==> src/tsdf_pkg.sv <==
// Shared types and constants of the text stream display filter.
package tsdf_pkg;

    // Configuration register indexes.
    localparam logic [2:0] CFG_NUMBER_MODE      = 3'd0;
    localparam logic [2:0] CFG_SQUEEZE          = 3'd1;
    localparam logic [2:0] CFG_MARK_EOL         = 3'd2;
    localparam logic [2:0] CFG_CARET_TAB        = 3'd3;
    localparam logic [2:0] CFG_SHOW_NONPRINTING = 3'd4;

    // Numbering mode that numbers every line; bit 1 set means non-blank lines only.
    localparam logic [1:0] NUM_MODE_ALL = 2'd1;

    // Character codes.
    localparam logic [7:0] CHAR_NL     = 8'd10;
    localparam logic [7:0] CHAR_TAB    = 8'd9;
    localparam logic [7:0] CHAR_SPACE  = 8'd32;
    localparam logic [7:0] CHAR_DOLLAR = 8'd36;
    localparam logic [7:0] CHAR_CARET  = 8'd94;
    localparam logic [7:0] CHAR_ZERO   = 8'd48;
    localparam logic [7:0] CHAR_DEL    = 8'd127;
    localparam logic [7:0] CARET_SHIFT = 8'd64;

    // Number of decimal digits in the line number field.
    localparam int NUM_DIGITS = 6;

    // Slots of one expanded output sequence, emitted in this order.
    localparam int POS_NUM0    = 0;   // first of six number characters
    localparam int POS_NUM_TAB = 6;   // tab after the number
    localparam int POS_PAD0    = 7;   // first of six spaces of a blank-line pad
    localparam int POS_PAD_TAB = 13;  // tab after the pad
    localparam int POS_DOLLAR  = 14;  // end-of-line mark
    localparam int POS_CARET   = 15;  // caret of a shown control byte
    localparam int POS_CHAR    = 16;  // the byte itself, always present
    localparam int NUM_POS     = 17;

    typedef struct packed {
        logic [1:0] number_mode;
        logic       squeeze_empty;
        logic       mark_eol;
        logic       caret_tab;
        logic       show_nonprinting;
    } t_cfg;

    // One classified input item, waiting to be expanded into output bytes.
    typedef struct packed {
        logic [NUM_POS-1:0]          slots;
        logic [0:NUM_DIGITS-1][7:0]  num_chars;
        logic [7:0]                  final_byte;
    } t_desc;

endpackage

==> src/tsdf_front.sv <==
// Front end: accepts input bytes, keeps per-file line state and classifies each byte.
module tsdf_front (
    input  logic              i_clk,
    input  logic              i_rst_n,
    input  tsdf_pkg::t_cfg    i_cfg,
    input  logic              i_in_valid,
    output logic              o_in_ready,
    input  logic [7:0]        i_in_byte,
    input  logic              i_file_start,
    input  logic              i_q_ready,
    output logic              o_q_push,
    output tsdf_pkg::t_desc   o_q_desc
);

    logic                                    r_prev_nl;
    logic                                    r_blank;
    logic [0:tsdf_pkg::NUM_DIGITS-1][3:0]    r_bcd;

    logic                                    n_prev_nl;
    logic                                    n_blank;
    logic [0:tsdf_pkg::NUM_DIGITS-1][3:0]    n_bcd;

    logic                                    accept;
    logic                                    prev_nl;
    logic                                    blank_eff;
    logic [0:tsdf_pkg::NUM_DIGITS-1][3:0]    bcd_eff;
    logic [0:tsdf_pkg::NUM_DIGITS-1][3:0]    bcd_inc;
    logic [0:tsdf_pkg::NUM_DIGITS-1][3:0]    bcd_next;
    logic                                    is_nl;
    logic                                    is_tab;
    logic                                    drop;
    logic                                    new_blank;
    logic                                    do_num;
    logic                                    saturated;
    logic                                    carry;
    logic                                    lead;
    logic                                    tab_caret;
    logic                                    np_caret;
    logic [7:0]                              c2;
    logic [7:0]                              c3;

    assign o_in_ready = i_q_ready;
    assign accept     = i_in_valid & i_q_ready;

    always_comb begin
        // A file start resets the line state before this byte is looked at.
        prev_nl   = i_file_start | r_prev_nl;
        blank_eff = ~i_file_start & r_blank;
        bcd_eff   = i_file_start ? '0 : r_bcd;

        is_nl  = (i_in_byte == tsdf_pkg::CHAR_NL);
        is_tab = (i_in_byte == tsdf_pkg::CHAR_TAB);

        drop      = i_cfg.squeeze_empty & prev_nl & is_nl & blank_eff;
        new_blank = prev_nl & is_nl;
        do_num    = prev_nl & ((i_cfg.number_mode == tsdf_pkg::NUM_MODE_ALL) |
                               (i_cfg.number_mode[1] & ~is_nl));

        // Decimal counter kept in BCD so the number needs no division.
        saturated = 1'b1;
        carry     = 1'b1;
        bcd_inc   = bcd_eff;
        for (int i = 0; i < tsdf_pkg::NUM_DIGITS; i++) begin
            saturated = saturated & (bcd_eff[i] == 4'd9);
        end
        for (int i = tsdf_pkg::NUM_DIGITS - 1; i >= 0; i--) begin
            if (carry) begin
                if (bcd_eff[i] == 4'd9) begin
                    bcd_inc[i] = 4'd0;
                end else begin
                    bcd_inc[i] = bcd_eff[i] + 4'd1;
                    carry      = 1'b0;
                end
            end
        end
        bcd_next = (do_num & ~saturated) ? bcd_inc : bcd_eff;

        // Leading zeros print as spaces; the ones digit always prints.
        lead = 1'b1;
        for (int i = 0; i < tsdf_pkg::NUM_DIGITS; i++) begin
            lead = lead & (bcd_next[i] == 4'd0) & (i != tsdf_pkg::NUM_DIGITS - 1);
            o_q_desc.num_chars[i] = lead ? tsdf_pkg::CHAR_SPACE
                                         : (tsdf_pkg::CHAR_ZERO | {4'd0, bcd_next[i]});
        end

        tab_caret = i_cfg.caret_tab & is_tab;
        c2        = tab_caret ? (tsdf_pkg::CHAR_TAB + tsdf_pkg::CARET_SHIFT) : i_in_byte;
        np_caret  = i_cfg.show_nonprinting & (c2 != tsdf_pkg::CHAR_NL) &
                    (c2 != tsdf_pkg::CHAR_TAB) &
                    ((c2 < tsdf_pkg::CHAR_SPACE) | (c2 >= tsdf_pkg::CHAR_DEL));
        if (np_caret) begin
            c3 = (c2 < tsdf_pkg::CHAR_SPACE) ? (c2 + tsdf_pkg::CARET_SHIFT)
                                             : (c2 - tsdf_pkg::CARET_SHIFT);
        end else begin
            c3 = c2;
        end

        o_q_desc.slots = '0;
        for (int i = tsdf_pkg::POS_NUM0; i <= tsdf_pkg::POS_NUM_TAB; i++) begin
            o_q_desc.slots[i] = do_num;
        end
        for (int i = tsdf_pkg::POS_PAD0; i <= tsdf_pkg::POS_PAD_TAB; i++) begin
            o_q_desc.slots[i] = i_cfg.mark_eol & is_nl & i_cfg.number_mode[1] & new_blank;
        end
        o_q_desc.slots[tsdf_pkg::POS_DOLLAR] = i_cfg.mark_eol & is_nl;
        o_q_desc.slots[tsdf_pkg::POS_CARET]  = tab_caret | np_caret;
        o_q_desc.slots[tsdf_pkg::POS_CHAR]   = 1'b1;
        o_q_desc.final_byte                  = c3;

        o_q_push = accept & ~drop;

        // A squeezed newline leaves the state as it stood.
        if (drop) begin
            n_prev_nl = prev_nl;
            n_blank   = blank_eff;
            n_bcd     = bcd_eff;
        end else begin
            n_prev_nl = is_nl;
            n_blank   = new_blank;
            n_bcd     = bcd_next;
        end
    end

    always_ff @(posedge i_clk) begin
        if (!i_rst_n) begin
            r_prev_nl <= 1'b1;
            r_blank   <= 1'b0;
            r_bcd     <= '0;
        end else if (accept) begin
            r_prev_nl <= n_prev_nl;
            r_blank   <= n_blank;
            r_bcd     <= n_bcd;
        end
    end

endmodule

==> src/tsdf_queue.sv <==
// Short descriptor queue between the front end and the expander.
module tsdf_queue #(
    parameter int DEPTH = 4
) (
    input  logic              i_clk,
    input  logic              i_rst_n,
    input  logic              i_push,
    input  tsdf_pkg::t_desc   i_desc,
    output logic              o_ready,
    input  logic              i_pop,
    output logic              o_valid,
    output tsdf_pkg::t_desc   o_head
);

    localparam int PTR_W = (DEPTH > 1) ? $clog2(DEPTH) : 1;
    localparam int CNT_W = $clog2(DEPTH + 1);

    tsdf_pkg::t_desc   r_mem [DEPTH];
    logic [PTR_W-1:0]  r_wr_ptr;
    logic [PTR_W-1:0]  r_rd_ptr;
    logic [CNT_W-1:0]  r_count;

    logic              do_push;
    logic              do_pop;

    assign o_ready = (r_count != CNT_W'(DEPTH));
    assign o_valid = (r_count != '0);
    assign o_head  = r_mem[r_rd_ptr];
    assign do_push = i_push & o_ready;
    assign do_pop  = i_pop & o_valid;

    always_ff @(posedge i_clk) begin
        if (do_push) begin
            r_mem[r_wr_ptr] <= i_desc;
        end
    end

    always_ff @(posedge i_clk) begin
        if (!i_rst_n) begin
            r_wr_ptr <= '0;
            r_rd_ptr <= '0;
            r_count  <= '0;
        end else begin
            if (do_push) begin
                r_wr_ptr <= (r_wr_ptr == PTR_W'(DEPTH - 1)) ? '0 : r_wr_ptr + PTR_W'(1);
            end
            if (do_pop) begin
                r_rd_ptr <= (r_rd_ptr == PTR_W'(DEPTH - 1)) ? '0 : r_rd_ptr + PTR_W'(1);
            end
            if (do_push & ~do_pop) begin
                r_count <= r_count + CNT_W'(1);
            end else if (do_pop & ~do_push) begin
                r_count <= r_count - CNT_W'(1);
            end
        end
    end

    // The front end only pushes while there is room.
    a_no_overflow: assert property (@(posedge i_clk) disable iff (!i_rst_n)
        i_push |-> o_ready)
        else $error("descriptor pushed into a full queue");

    // The expander only pops a present entry.
    a_no_underflow: assert property (@(posedge i_clk) disable iff (!i_rst_n)
        i_pop |-> o_valid)
        else $error("descriptor popped from an empty queue");

endmodule

==> src/tsdf_back.sv <==
// Expander: emits the head descriptor's slots, a byte per cycle unless stalled.
module tsdf_back (
    input  logic              i_clk,
    input  logic              i_rst_n,
    input  logic              i_head_valid,
    input  tsdf_pkg::t_desc   i_head,
    output logic              o_pop,
    output logic              o_out_valid,
    input  logic              i_out_ready,
    output logic [7:0]        o_out_byte,
    output logic              o_last
);

    logic [tsdf_pkg::NUM_POS-1:0]  r_done;
    logic                          r_out_valid;
    logic [7:0]                    r_out_byte;
    logic                          r_out_last;

    logic [tsdf_pkg::NUM_POS-1:0]  remain;
    logic [tsdf_pkg::NUM_POS-1:0]  sel;
    logic [7:0]                    pos_byte [tsdf_pkg::NUM_POS];
    logic [7:0]                    sel_byte;
    logic                          sel_last;
    logic                          load;

    always_comb begin
        for (int k = 0; k < tsdf_pkg::NUM_DIGITS; k++) begin
            pos_byte[tsdf_pkg::POS_NUM0 + k] = i_head.num_chars[k];
            pos_byte[tsdf_pkg::POS_PAD0 + k] = tsdf_pkg::CHAR_SPACE;
        end
        pos_byte[tsdf_pkg::POS_NUM_TAB] = tsdf_pkg::CHAR_TAB;
        pos_byte[tsdf_pkg::POS_PAD_TAB] = tsdf_pkg::CHAR_TAB;
        pos_byte[tsdf_pkg::POS_DOLLAR]  = tsdf_pkg::CHAR_DOLLAR;
        pos_byte[tsdf_pkg::POS_CARET]   = tsdf_pkg::CHAR_CARET;
        pos_byte[tsdf_pkg::POS_CHAR]    = i_head.final_byte;

        // Lowest slot still to be emitted.
        remain = i_head.slots & ~r_done;
        sel    = remain & (~remain + tsdf_pkg::NUM_POS'(1));
        sel_last = ((remain & ~sel) == '0);
        sel_byte = '0;
        for (int k = 0; k < tsdf_pkg::NUM_POS; k++) begin
            sel_byte = sel_byte | (sel[k] ? pos_byte[k] : 8'd0);
        end

        load  = i_head_valid & (~r_out_valid | i_out_ready);
        o_pop = load & sel_last;
    end

    always_ff @(posedge i_clk) begin
        if (load) begin
            r_out_byte <= sel_byte;
            r_out_last <= sel_last;
        end
    end

    always_ff @(posedge i_clk) begin
        if (!i_rst_n) begin
            r_done      <= '0;
            r_out_valid <= 1'b0;
        end else begin
            if (load) begin
                r_done      <= sel_last ? '0 : (r_done | sel);
                r_out_valid <= 1'b1;
            end else if (i_out_ready) begin
                r_out_valid <= 1'b0;
            end
        end
    end

    assign o_out_valid = r_out_valid;
    assign o_out_byte  = r_out_byte;
    assign o_last      = r_out_last;

    // The byte itself closes every sequence, so it is never marked done.
    a_char_not_done: assert property (@(posedge i_clk) disable iff (!i_rst_n)
        !r_done[tsdf_pkg::POS_CHAR])
        else $error("final byte slot marked done");

    // A partly emitted sequence always belongs to a present head descriptor.
    a_done_has_head: assert property (@(posedge i_clk) disable iff (!i_rst_n)
        (r_done != '0) |-> i_head_valid)
        else $error("expansion in progress without a head descriptor");

endmodule

==> src/text_stream_display_filter.sv <==
// Top level of the text stream display filter: configuration registers and the three stages.
//
//  Channel   Direction  Handshake                    Payload
//  -------   ---------  ---------------------------  ---------------------------
//  in        input      i_in_valid / o_in_ready      i_in_byte, i_file_start
//  out       output     o_out_valid / i_out_ready    o_out_byte, o_last
//  cfg       input      i_cfg_we (no wait)           i_cfg_index, i_cfg_data
//
//  Each input byte produces one to nine output bytes (a squeezed blank line produces none).
//  The expander emits one output byte per cycle while the output is ready, so a byte that
//  expands to n bytes holds the output for all n of them; plain bytes stream at one per cycle.
//  The descriptor queue between front end and expander holds QUEUE_DEPTH transactions and
//  lets the input keep flowing while a long expansion drains.
//  Synchronous active-low reset resets configuration, line state, queue and the output valid flag.
//  A stalled output holds its byte while the front end keeps accepting until the queue fills.
module text_stream_display_filter #(
    parameter int QUEUE_DEPTH = 4
) (
    input  logic        i_clk,
    input  logic        i_rst_n,
    input  logic        i_cfg_we,
    input  logic [2:0]  i_cfg_index,
    input  logic [1:0]  i_cfg_data,
    input  logic        i_in_valid,
    output logic        o_in_ready,
    input  logic [7:0]  i_in_byte,
    input  logic        i_file_start,
    output logic        o_out_valid,
    input  logic        i_out_ready,
    output logic [7:0]  o_out_byte,
    output logic        o_last
);

    tsdf_pkg::t_cfg   r_cfg;
    tsdf_pkg::t_desc  push_desc;
    tsdf_pkg::t_desc  head_desc;
    logic             q_push;
    logic             q_ready;
    logic             q_valid;
    logic             q_pop;

    // Configuration writes land directly; writes to unknown indexes are ignored.
    always_ff @(posedge i_clk) begin
        if (!i_rst_n) begin
            r_cfg <= '0;
        end else if (i_cfg_we) begin
            case (i_cfg_index)
                tsdf_pkg::CFG_NUMBER_MODE:      r_cfg.number_mode      <= i_cfg_data;
                tsdf_pkg::CFG_SQUEEZE:          r_cfg.squeeze_empty    <= i_cfg_data[0];
                tsdf_pkg::CFG_MARK_EOL:         r_cfg.mark_eol         <= i_cfg_data[0];
                tsdf_pkg::CFG_CARET_TAB:        r_cfg.caret_tab        <= i_cfg_data[0];
                tsdf_pkg::CFG_SHOW_NONPRINTING: r_cfg.show_nonprinting <= i_cfg_data[0];
                default: begin
                end
            endcase
        end
    end

    // The front end classifies each byte and updates the line number and blank state
    // in the cycle the transaction is accepted.
    tsdf_front u_front (
        .i_clk        (i_clk),
        .i_rst_n      (i_rst_n),
        .i_cfg        (r_cfg),
        .i_in_valid   (i_in_valid),
        .o_in_ready   (o_in_ready),
        .i_in_byte    (i_in_byte),
        .i_file_start (i_file_start),
        .i_q_ready    (q_ready),
        .o_q_push     (q_push),
        .o_q_desc     (push_desc)
    );

    tsdf_queue #(
        .DEPTH (QUEUE_DEPTH)
    ) u_queue (
        .i_clk   (i_clk),
        .i_rst_n (i_rst_n),
        .i_push  (q_push),
        .i_desc  (push_desc),
        .o_ready (q_ready),
        .i_pop   (q_pop),
        .o_valid (q_valid),
        .o_head  (head_desc)
    );

    // The expander turns each descriptor into its byte sequence through a registered output.
    tsdf_back u_back (
        .i_clk        (i_clk),
        .i_rst_n      (i_rst_n),
        .i_head_valid (q_valid),
        .i_head       (head_desc),
        .o_pop        (q_pop),
        .o_out_valid  (o_out_valid),
        .i_out_ready  (i_out_ready),
        .o_out_byte   (o_out_byte),
        .o_last       (o_last)
    );

endmodule

==> config.mk <==
export PLATFORM = sky130hd
export DESIGN_NAME = text_stream_display_filter
export DESIGN_NICKNAME = d
export VERILOG_FILES = /design/src/tsdf_pkg.sv /design/src/tsdf_front.sv /design/src/tsdf_queue.sv /design/src/tsdf_back.sv /design/src/text_stream_display_filter.sv
export SDC_FILE = /design/constraint.sdc
export NUM_CORES = 1
export LEC_CHECK = 0
export ABC_AREA = 1
export BUFFER_PORTS_ARGS = -buffer_cell sky130_fd_sc_hd__buf_2
export CAP_MARGIN = 30
export CORE_ASPECT_RATIO = 1.5
export CORE_MARGIN = 3
export CORE_UTILIZATION = 60
export DETAILED_ROUTE_END_ITERATION = 7
export PLACE_DENSITY = 0.89
export SLEW_MARGIN = 15
export SYNTH_ARGS = -nofsm -noshare
export SYNTH_HDL_FRONTEND = slang
export SYNTH_SLANG_ARGS = --single-unit
==> constraint.sdc <==
create_clock -name i_clk -period 10.3 [get_ports i_clk]
set_clock_uncertainty 0.15 [all_clocks]
set_input_delay 2.575 -clock i_clk [delete_from_list [all_inputs] [get_ports i_clk]]
set_output_delay 2.575 -clock i_clk [all_outputs]
set_load 0.03 [all_outputs]
# Yosys cells after proc, flatten, opt, wreduce, memory -nomap -nowiden
# Memory sizes are Yosys's and may differ from the RTL's. A register that Yosys moved wholly into a read port is not among the register bits.
# Cells that the tools add are included.
dict set report totals {
  memories 1
  out_inout_bits 11
  regBits 66
  word_cells 197
  ram_bits 212
}
# name depth width rd rd_ports_with_merged_regs write_ports line_no
set memory_table {}
lappend memory_table {u_queue.r_mem 4 53 1 1 1 tsdf_queue.sv:18} ;# tsdf_pkg::t_desc r_mem [DEPTH];
dict set report op_classes {
  n_bitwise 67
  n_eq_ne 18
  mux 61
  n_addsub 13
  reduce_logical 15
  n_lt_le_gt_ge 2
}
# cell n
set op_table {}
lappend op_table {{$or A8 B8 Y8} 16}
lappend op_table {{$mux W8} 10}
lappend op_table {{$mux W24} 3}
lappend op_table {{$mux W4} 13}
lappend op_table {{$and A17 B17 Y17} 3}
lappend op_table {{$not A17 Y17} 3}
lappend op_table {{$mux W6} 7}
lappend op_table {{$and A1 B1 Y1} 32}
lappend op_table {{$mux W5} 5}
lappend op_table {{$add A4 B1 Y4 const B} 6}
lappend op_table {{$eq A4 B4 Y1 const B} 6}
lappend op_table {{$logic_not A4 Y1} 5}
lappend op_table {{$add A17 B1 Y17 const B} 1}
lappend op_table {{$logic_not A17 Y1} 1}
lappend op_table {{$mux W17} 1}
lappend op_table {{$or A17 B17 Y17} 1}
lappend op_table {{$eq A8 B4 Y1 const B} 2}
lappend op_table {{$ne A8 B4 Y1 const B} 2}
lappend op_table {{$mux W1} 15}
lappend op_table {{$reduce_and A2 Y1} 5}
lappend op_table {{$add A8 B7 Y8 const B} 1}
lappend op_table {{$ge A8 B7 Y1 const B} 1}
lappend op_table {{$lt A8 B6 Y1 const B} 1}
lappend op_table {{$mux W2} 4}
lappend op_table {{17 further kinds} 32}

# Longest topological paths before layout
dict set report depth {
  ltp_word 22
  depth_mapped 22
  mapped_depth_nobuf 20
}

# By module
# A second synthesis with hierarchy kept.
dict set report hier_totals {
  cells_unflattened 1610
  hier_area_um2 16444.5
}
# mod seq_area_each_um2 area_per_inst_um2 n_inst cells_per_inst
set by_module_without_submodules {}
lappend by_module_without_submodules {tsdf_queue 8948.6 11325.9 1 776}
lappend by_module_without_submodules {tsdf_front 520.5 2748.9 1 461}
lappend by_module_without_submodules {tsdf_back 630.6 2073.2 1 326}
lappend by_module_without_submodules {text_stream_display_filter 120.1 296.5 1 47}

# Least setup slack after synthesis
# OpenSTA, ideal clock, no wires.
dict set report synth_timing {
  path_kind {input -> register}
  startpoint {input i_file_start}
  endpoint {memory u_queue.r_mem[0][0] (netlist bit) (enable)}
  path_slack_ns 4.385
  n_path_buf 2
  arrival_time_ns 5.325
  stages 9
  required_ns 9.710
  setup_time_ns 0.440
  cell_sequence {buf_2 -> nor2_1 -> inv_1 -> nand3_1 -> nor2_1 -> nor2_1 -> inv_1 -> clkbuf_1 -> nor2_1}
}
dict set report synth_between {
  elab_chain_cells 9
}
# element line_no
set synth_rtl {}
lappend synth_rtl {{start: declaration} text_stream_display_filter.sv:27} ;# input logic i_file_start,
lappend synth_rtl {{$or A1 B1 Y1} tsdf_front.sv:47} ;# prev_nl = i_file_start | r_prev_nl;
lappend synth_rtl {{$and A1 B1 Y1 (2 in a row)} tsdf_front.sv:54} ;# drop = i_cfg.squeeze_empty & prev_nl & is_nl & blank_eff;
lappend synth_rtl {{$and A1 B1 Y1 (*)} tsdf_front.sv:54}
lappend synth_rtl {{$not A1 Y1 (*)} tsdf_front.sv:110} ;# o_q_push = accept & ~drop;
lappend synth_rtl {{$and A1 B1 Y1 (*)} tsdf_front.sv:110}
lappend synth_rtl {{$and A1 B1 Y1 (*)} tsdf_queue.sv:29} ;# assign do_push = i_push & o_ready;
lappend synth_rtl {{$mux W1 (*)} tsdf_queue.sv:33} ;# if (do_push) begin
lappend synth_rtl {{$mux W1 (not written as such) (*)} tsdf_queue.sv:34} ;# r_mem[r_wr_ptr] <= i_desc;
lappend synth_rtl {{end: declaration} tsdf_queue.sv:18}
# Mark *: on every way between the ends. The rest lies on a longest branch, timed or not.

==> flow_summary.ini <==
[place]
port_buffers = 29
gp_congestion = 0.916
post-dp-hpwl_um = 16200

[global_route]
grt_pass1_vias = 8318
grt_first_pass_wirelength_um = 40200
grt_max_degree = 86
overflow = 0
antenna_found_initial = 1
grt_usage = 0.254

[routing]
drc = 0
dr.pass1.iters = 7
vias_per_cell = 6.07
ant_nets = 0
dr.first_iter.drc_count = 973
dr_total_vias = 8754
post_drt_wl_per_cell_um = 18.0
drt-total-wl_um = 26000

[clock_network]
cts-root-buf = clkbuf_16
cts_setup_buffers = 0
clock_path_buffers = 3
numCtsBuffers = 21
numClockSinks = 232
post_cts_resized = 0
htree_levels = 1
postCtsHoldBufs = 0
clkLatencyLatePin_ps = 510
cts_tree = yes
path_clk_slew_ps = 70

[layout]
n_fill_cell = 1258
nets = 1235
post_route_cells_drive_above_1_share = 0.114
area_growth_pct = 8.92
antenna_cells = 0

[yosys]
yosys_warnings = 0
ys_ff_latch = 232
async_reset_ff_frac = 0
syn_nets = 1224
syn_inst = 1198
synth_edf_count = 173
ys_seq_area_frac = 0.578
ys.flop_type = edfxtp_1
syn_area_sq_um = 11000
ys_types = 46
syn_area_per_cell_sq_um = 9.21

[worst_setup_path]
end_kind = flip-flop
cp-startpoint = i_file_start
cp.required_ps = 10350
r2r-end = u_queue.r_count[1]$_SDFFE_PN0P_
cp-endpoint = u_queue.r_mem[2][16]$_DFFE_PP_
rrSetupSlack_ps = 5900
critPathKind = in2reg
cp_max_fo = 31
r2r_cells = 17
arrival_ps = 5200
startpoint_type = primary input

[pwr]
leakagePower_nw = 4.89
power_frac_clock = 0.358
comb_power_share = 0.135
peakVddDrop_mv = 0.119
power_switching_uw = 584
p_per_area_nw_per_um2 = 184
p_int_mw = 1.62
sw_frac_of_total = 0.265
p_seq_frac = 0.508
p_total_mw = 2.21

[timing]
worst_pin_slew_ps = 963
finalHoldViolCount = 0
hold_ws_ps = 315
post-route-period-util = 0.499
rsz0062_at_grt = false
setup_viol = 0
relSlewSlack = 0.357
slew_violations = 0
maxClockFrequency_mhz = 194
period_minus_slack_ps = 5140
fin_tns_setup_ps = 0

[run]
drv_cap = 0

[floorplanning]
die_width_um = 117
num_io_pins = 30
die-height_um = 172
die_area_sq_um = 20100
rows = 60
coreArea_sq_um = 18000
initial_core_util = 0.613

[min_path]
hp-class = reg2reg

[status]
status = completed
cell type report:
cell class / count / area [sq um] / share of cell area
clock buffer: 31 / 666 / 0.0554
sequential: 232 / 6380 / 0.531
timing repair buffer: 38 / 213 / 0.0177
multi-input combinational: 764 / 3870 / 0.322
tap: 217 / 272 / 0.0226
inverter: 152 / 576 / 0.0479
clock inverter: 7 / 48.8 / 0.00406
metrics by stage:
| step | util | cell area [sq um] | cells | worst slack [ps] |
|---|---|---|---|---|
| after global placement | 0.628 | 11300 | 1403 | 4920 |
| after global routing | 0.667 | 12000 | 1441 | 4920 |
| after floorplan | - | 11000 | 1198 | 4380 |
| final | 0.667 | 12000 | 1441 | 5160 |
| after CTS | 0.667 | 12000 | 1441 | 5230 |
| after detailed placement | 0.628 | 11300 | 1403 | 4750 |
Yosys cell counts, types with 2 or more instances:
library cell,instances,area share
a21oi_2,7,0.0056
a221oi_1,3,0.0024
inv_2,5,0.0017
nand3_1,55,0.025
nand2_2,9,0.0051
o21ai_1,10,0.0045
a21oi_1,48,0.022
o21ai_0,107,0.049
edfxtp_1,173,0.47
a211oi_1,5,0.0034
a31oi_1,5,0.0028
o21ai_2,3,0.0024
nand2_4,5,0.0051
inv_4,2,0.0011
nand4_1,17,0.0096
nor2_8,2,0.0036
xor2_1,4,0.0032
nor3_1,9,0.0041
buf_4,2,0.0014
xnor2_1,2,0.0016
nand3_2,4,0.0036
a21oi_4,2,0.0029
nor2_1,154,0.052
or2_2,5,0.0028
dfxtp_1,59,0.11
buf_6,5,0.0051
inv_1,144,0.049
buf_2,2,0.00091
nor4_1,4,0.0023
o211ai_1,29,0.020
nor2_2,8,0.0045
ha_1,6,0.0068
nand2_1,227,0.077
clkbuf_1,40,0.014
nor2_4,4,0.0041
o22ai_1,22,0.012
flip-flops by register name (all words and copies together), names as in the netlist, named ones only:
| signal | flops |
|---|---|
| u_back.o_out_byte | 8 |
| u_queue.r_rd_ptr | 2 |
| u_front.r_bcd | 24 |
| u_front.r_prev_nl | 1 |
| u_back.r_done | 17 |
| u_queue.r_mem | 164 |
| u_back.o_last | 1 |
| u_back.o_out_valid | 1 |
| u_queue.r_count | 3 |
| u_queue.r_wr_ptr | 2 |
| r_cfg | 6 |
| u_front.r_blank | 1 |
logic make-up (layout without fill, tap and decap cells):
logic type,after synthesis,in the layout,share of synthesized area
adder cells (fa/ha/maj),7,7,0.00862
AO/OA/AOI/OAI,244,244,0.130
AND/OR/NAND/NOR,507,507,0.204
XOR/XNOR,6,6,0.00476
buffers and inverters,202,228,0.0749
flip-flops,232,232,0.578
power groups by stage:
stage | Combinational, mW | Clock [mW] | Sequential (mW)
6_report | 0.297 | 0.790 | 1.12
5_1_grt | 0.326 | 0.822 | 1.13
4_1_cts | 0.293 | 0.790 | 1.12
3_5_place_dp | 0.287 | 0 | 1.14
3_3_place_gp | 0.280 | 0 | 1.14
2_1_floorplan | 0.186 | 0 | 1.15
worst max-delay path, stage by stage:
cell	delay (ps)
buf_2	290
inv_4	170
nand2_1	150
inv_1	80
nand3_1	130
inv_1	70
nand2_1	100
inv_1	90
a21oi_4	630
o21ai_1	260
inv_1	120
nand2_1	60
nor2_1	220
nand4_1	230
cells in the final DEF (no fill, tap or decap), types with 7 or more instances in the layout:
| cell type | count |
|---|---|
| inv_1 | 144 |
| a21oi_1 | 48 |
| nand2_1 | 227 |
| nand4_1 | 17 |
| edfxtp_1 | 173 |
| buf_4 | 9 |
| nor2_4 | 8 |
| o21ai_1 | 10 |
| nand2_2 | 9 |
| o21ai_0 | 107 |
| buf_2 | 29 |
| clkbuf_16 | 23 |
| nor2_2 | 8 |
| nor2_1 | 150 |
| nand3_1 | 55 |
| a21oi_2 | 7 |
| dfxtp_1 | 58 |
| nor3_1 | 9 |
| o211ai_1 | 29 |
| o22ai_1 | 22 |
metal layers:
metal,GRT usage,vias up,share of wire
li1,-,4064,-
met1,0.286,4086,0.35
met2,0.459,506,0.53
met3,0.0298,98,0.071
met4,0.143,0,0.049
met5,0,-,0
worst min path at each step:
stage	start	end	slack (ps)	cells after the start
after CTS	u_back.r_done[15]$_SDFFE_PN0P_	u_back.r_done[15]$_SDFFE_PN0P_	320	2
after detailed placement	u_back.r_done[14]$_SDFFE_PN0P_	u_back.r_done[14]$_SDFFE_PN0P_	300	2
after global placement	u_back.r_done[15]$_SDFFE_PN0P_	u_back.r_done[15]$_SDFFE_PN0P_	300	2
final	u_back.r_done[15]$_SDFFE_PN0P_	u_back.r_done[15]$_SDFFE_PN0P_	320	2
after global routing	u_back.r_done[15]$_SDFFE_PN0P_	u_back.r_done[15]$_SDFFE_PN0P_	330	2
after floorplan	r_cfg[0]$_SDFFE_PN0P_	r_cfg[0]$_SDFFE_PN0P_	270	2
No activity file was read; power rests on OpenSTA's default activity.
